--- src/rtl/ftc_ram.sv ---
`default_nettype none
module ftc_ram #(
   parameter int Width = 8,
   parameter int Depth = 256
) (
   input  wire                     clock,
   input  wire                     wr_en,
   input  wire [$clog2(Depth)-1:0] wr_addr,
   input  wire [Width-1:0]         wr_data,
   input  wire [$clog2(Depth)-1:0] rd_addr,
   output logic [Width-1:0]        rd_data
);
   logic [Width-1:0] mem [Depth];

   always_ff @(posedge clock) begin
      if (wr_en) begin
         mem[wr_addr] <= wr_data;
      end
      rd_data <= mem[rd_addr];
   end
endmodule
`default_nettype wire

--- config.mk ---
export PLATFORM = sky130hd
export DESIGN_NAME = ftc_ram
export DESIGN_NICKNAME = d
export VERILOG_FILES = /design/src/rtl/ftc_ram.sv
export SDC_FILE = /design/constraint.sdc
export NUM_CORES = 2
export LEC_CHECK = 0
export BUFFER_PORTS_ARGS = -buffer_cell sky130_fd_sc_hd__buf_2
export CAP_MARGIN = 20
export CORE_UTILIZATION = 54
export CTS_CLUSTER_SIZE = 30
export DETAILED_ROUTE_END_ITERATION = 16
export GPL_TIMING_DRIVEN = 0
export PLACE_DENSITY = 0.68
export SYNTH_ARGS = -nofsm -noshare
export SYNTH_HDL_FRONTEND = slang
export SYNTH_SLANG_ARGS = --single-unit
--- constraint.sdc ---
create_clock -name clock -period 2.5 [get_ports clock]
set_input_delay 0 -clock clock [delete_from_list [all_inputs] [get_ports clock]]
set_output_delay 0 -clock clock [all_outputs]
set_load 0.1 [all_outputs]
==> impl_results.md <==
* Outcome: finished with violations
* Failing checks: setup timing
* CP Cell Sequence: clkbuf_1 > nor2_1 > nand4_1 > clkbuf_2 > nor2_1
* First-pass GRT wire length at 321 mm
* Power density cells at 792 mW/mm^2
* Post-DP Area at 0.0829 sq mm
* Area of the core at 0.146 sq mm
* Slowest stage cell, crit path: nor2_1
* Skew-Pair Late Insertion Delay at 0.88 ns
* WL final at 235 mm
* Final Setup Violations at 1128
* Avg WL per Cell at 38.5 um
* Commonest non-fill, non-tap cells in the layout: 2048 x edfxtp_1, 454 x mux4_2, 198 x clkbuf_16, 160 x nor2_1, 134 x mux2i_1
* Worst slack, placed at -2.06 ns
* Worst Max-Slew Pin Slew at 1.27 ns
* Commonest non-fill, non-tap cell in the layout: edfxtp_1
* Cells after DPL at 5723
* Die span in x at 386 um
* Mapped Area at 0.0796 sq mm
* Largest net degree at the start of global routing at 161
* RSZ-0062 raised after global routing: yes
* Worst setup path class: in2reg
* CTS sink count at 2056
* Setup ws final at -0.535 ns
* Row count at 140
* Fin. Hold Viols at 0
* Hold WC Path Type: in2reg
* Vias per cell at 6.93
* GR Util All Layers at 0.320
* Worst vdd rail ir drop at 0.693 mV
* Crit share post-route at 1.21
* Asr flop ratio synth at 0
* Relative slew slack at 0.153
* Layout Cells excl Fill at 6097
* Setup TNS at -157.91 ns
* Synth Net Count at 3759
* Final #Nets at 4043
* Ys Warns at 0
* Max incr delay on CP at 1.01 ns
* DR DRC count at 0
* Share of post-route cells with drive strength above 1 at 0.271
* Leading register cell type out of synthesis: edfxtp_1
* Final instance area at 0.0900 sq mm
* Synth cell types at 55
* Syn Inst Count at 3733
* Sequential area share after synthesis at 0.775
* Max Clock Freq at 0.329 GHz
* FF+latch count, synth at 2056
* TritonCTS buffer count at 198
* DP HPWL at 157 mm
* Initial Util at 0.545
* Crit. End Element: flip-flop
* Max-cap viol count at 0
* WP buf/inv at 2
* Slew Viols, Final at 0
* DRT Pass-1 Iters at 7
* Number of flops mapped to enable cells by yosys at 2048
* Final ANT Viol Nets at 0
* Grt ovf at 0
* P_leak at 0.0278 uW
* Clock-pin slew on the worst setup and hold paths at 0.06 ns
* Crit path max-delay family: simple AND/OR/NAND/NOR gates
* Clock skew at 0.0431 ns
* I/O pin count at 34
* CP Launch Type: input port
* Syn Area/Cell at 21.3 sq um
* Vias at 42200
* Max clock buf depth at 3
* Power, Total at 71400 uW
* CTS tree: yes
* Die Y at 386 um
* Vias in the first global route at 40600
* Final min period at 3.04 ns
* Worst Path Max Fanout at 13
* WP data required at 2.98 ns
* Critical Path AT at 3.52 ns
* Initial antenna violation count at 10
* CTS Root Buffer Type: clkbuf_16
* H-tree levels at 4
* Top cell by count, worst path: nor2_1
* Die ar. at 0.149 sq mm
* Port Buf Inserts at 26
* RePlAce Congestion at 1.02
* Drt initial violations at 6735
* P&R area growth vs syn at 13.2%
tightest hold or removal path: cells and delay by family:
kind                   cells  cell delay [ns]
buffers and inverters      1             0.24
and+or+nand+nor            3             0.54
cell usage after synthesis (3+ instances only):
cell / count / area share
nand4_1: 10 / 0.00079
a22oi_1: 133 / 0.013
a22o_1: 8 / 0.00088
a221oi_1: 13 / 0.0014
nor4_2: 3 / 0.00047
nor2_1: 282 / 0.013
o22ai_1: 28 / 0.0022
o221ai_1: 46 / 0.0051
nor4_1: 24 / 0.0019
nor2b_1: 31 / 0.0024
a211oi_1: 16 / 0.0015
buf_2: 31 / 0.0020
nor3_1: 22 / 0.0014
mux2i_1: 134 / 0.017
buf_4: 27 / 0.0025
nand3_1: 34 / 0.0021
o32ai_1: 4 / 0.00044
nand2_1: 33 / 0.0016
buf_12: 8 / 0.0020
edfxtp_1: 2048 / 0.77
and2_1: 6 / 0.00047
buf_1: 22 / 0.0010
buf_6: 21 / 0.0030
o21ai_0: 10 / 0.00063
mux4_2: 454 / 0.13
a21oi_1: 96 / 0.0060
buf_8: 13 / 0.0025
o22a_1: 5 / 0.00055
clkbuf_1: 111 / 0.0052
or2_2: 4 / 0.00031
nand2b_1: 8 / 0.00063
o211ai_1: 10 / 0.00094
dfxtp_1: 8 / 0.0020
state kept, by name, summed over array words and instances (netlist names):
signal and cells:
mem 2048, rd_data 8
logic make-up (layout without fill, tap and decap cells):
group | after synthesis | count (layout) | share of synthesized area
flip-flops | 2056 | 2056 | 0.775
other | 0 | 7 | 0
buffers and inverters | 235 | 675 | 0.0183
AND/OR/NAND/NOR | 466 | 466 | 0.0263
AO/OA/AOI/OAI | 385 | 385 | 0.0342
multiplexers | 591 | 591 | 0.146
final timing paths:
check / start / slack, ns / end / cells after the start
min: wr_addr[7] / 0.11 / mem[101][5] / 4
max: wr_addr[1] / -0.54 / mem[76][1] / 5
max reg2reg: mem[178][6] / -0.07 / rd_data[6] / 5
min reg2reg: mem[102][7] / 1.31 / rd_data[7] / 6
final cells by class:
cell class / instances / area (sq um)
fill: 9952 / 55900
clock buffer: 261 / 5250
timing repair buffer: 87 / 1090
clock inverter: 95 / 911
sequential: 2056 / 61700
inverter: 2 / 11.3
tap: 1917 / 2400
multi-input combinational: 1442 / 17200
antenna: 7 / 17.5
buffer: 230 / 1540
power breakdown:
part / total, uW / switching (uW) / internal (uW)
Sequential: 38000 / 22.7 / 38000
Clock: 28900 / 13100 / 15800
Combinational: 4480 / 3130 / 1350
Total: 71400 / 16200 / 55100
what timing repair did:
action | CTS | global route
endpoints found under the hold margin | 1287 | 0
setup buffers | 0 | 1
hold buffers | 13 | 0
pin swaps | 3 | 3
setup endpoints to repair | 184 | 1069
gates resized for setup | 107 | 153
per-stage QoR:
stage / utilization / hold slack [ns]
2_1_floorplan: - / 0.0989
5_1_grt: 0.617 / 0.0928
6_report: 0.617 / 0.109
4_1_cts: 0.615 / 0.0289
3_3_place_gp: 0.563 / 0.551
3_5_place_dp: 0.568 / 0.478
layer usage:
| layer | routed length [um] | track usage | vias up | share of wire |
|---|---|---|---|---|
| met5 | 151 | 0.00325 | - | 0.00064 |
| met4 | 13900 | 0.164 | 16 | 0.059 |
| met3 | 32600 | 0.114 | 637 | 0.14 |
| met2 | 104000 | 0.460 | 3311 | 0.44 |
| met1 | 84100 | 0.433 | 22000 | 0.36 |
| li1 | - | - | 16300 | - |
No activity file was read; power rests on OpenSTA's default activity.
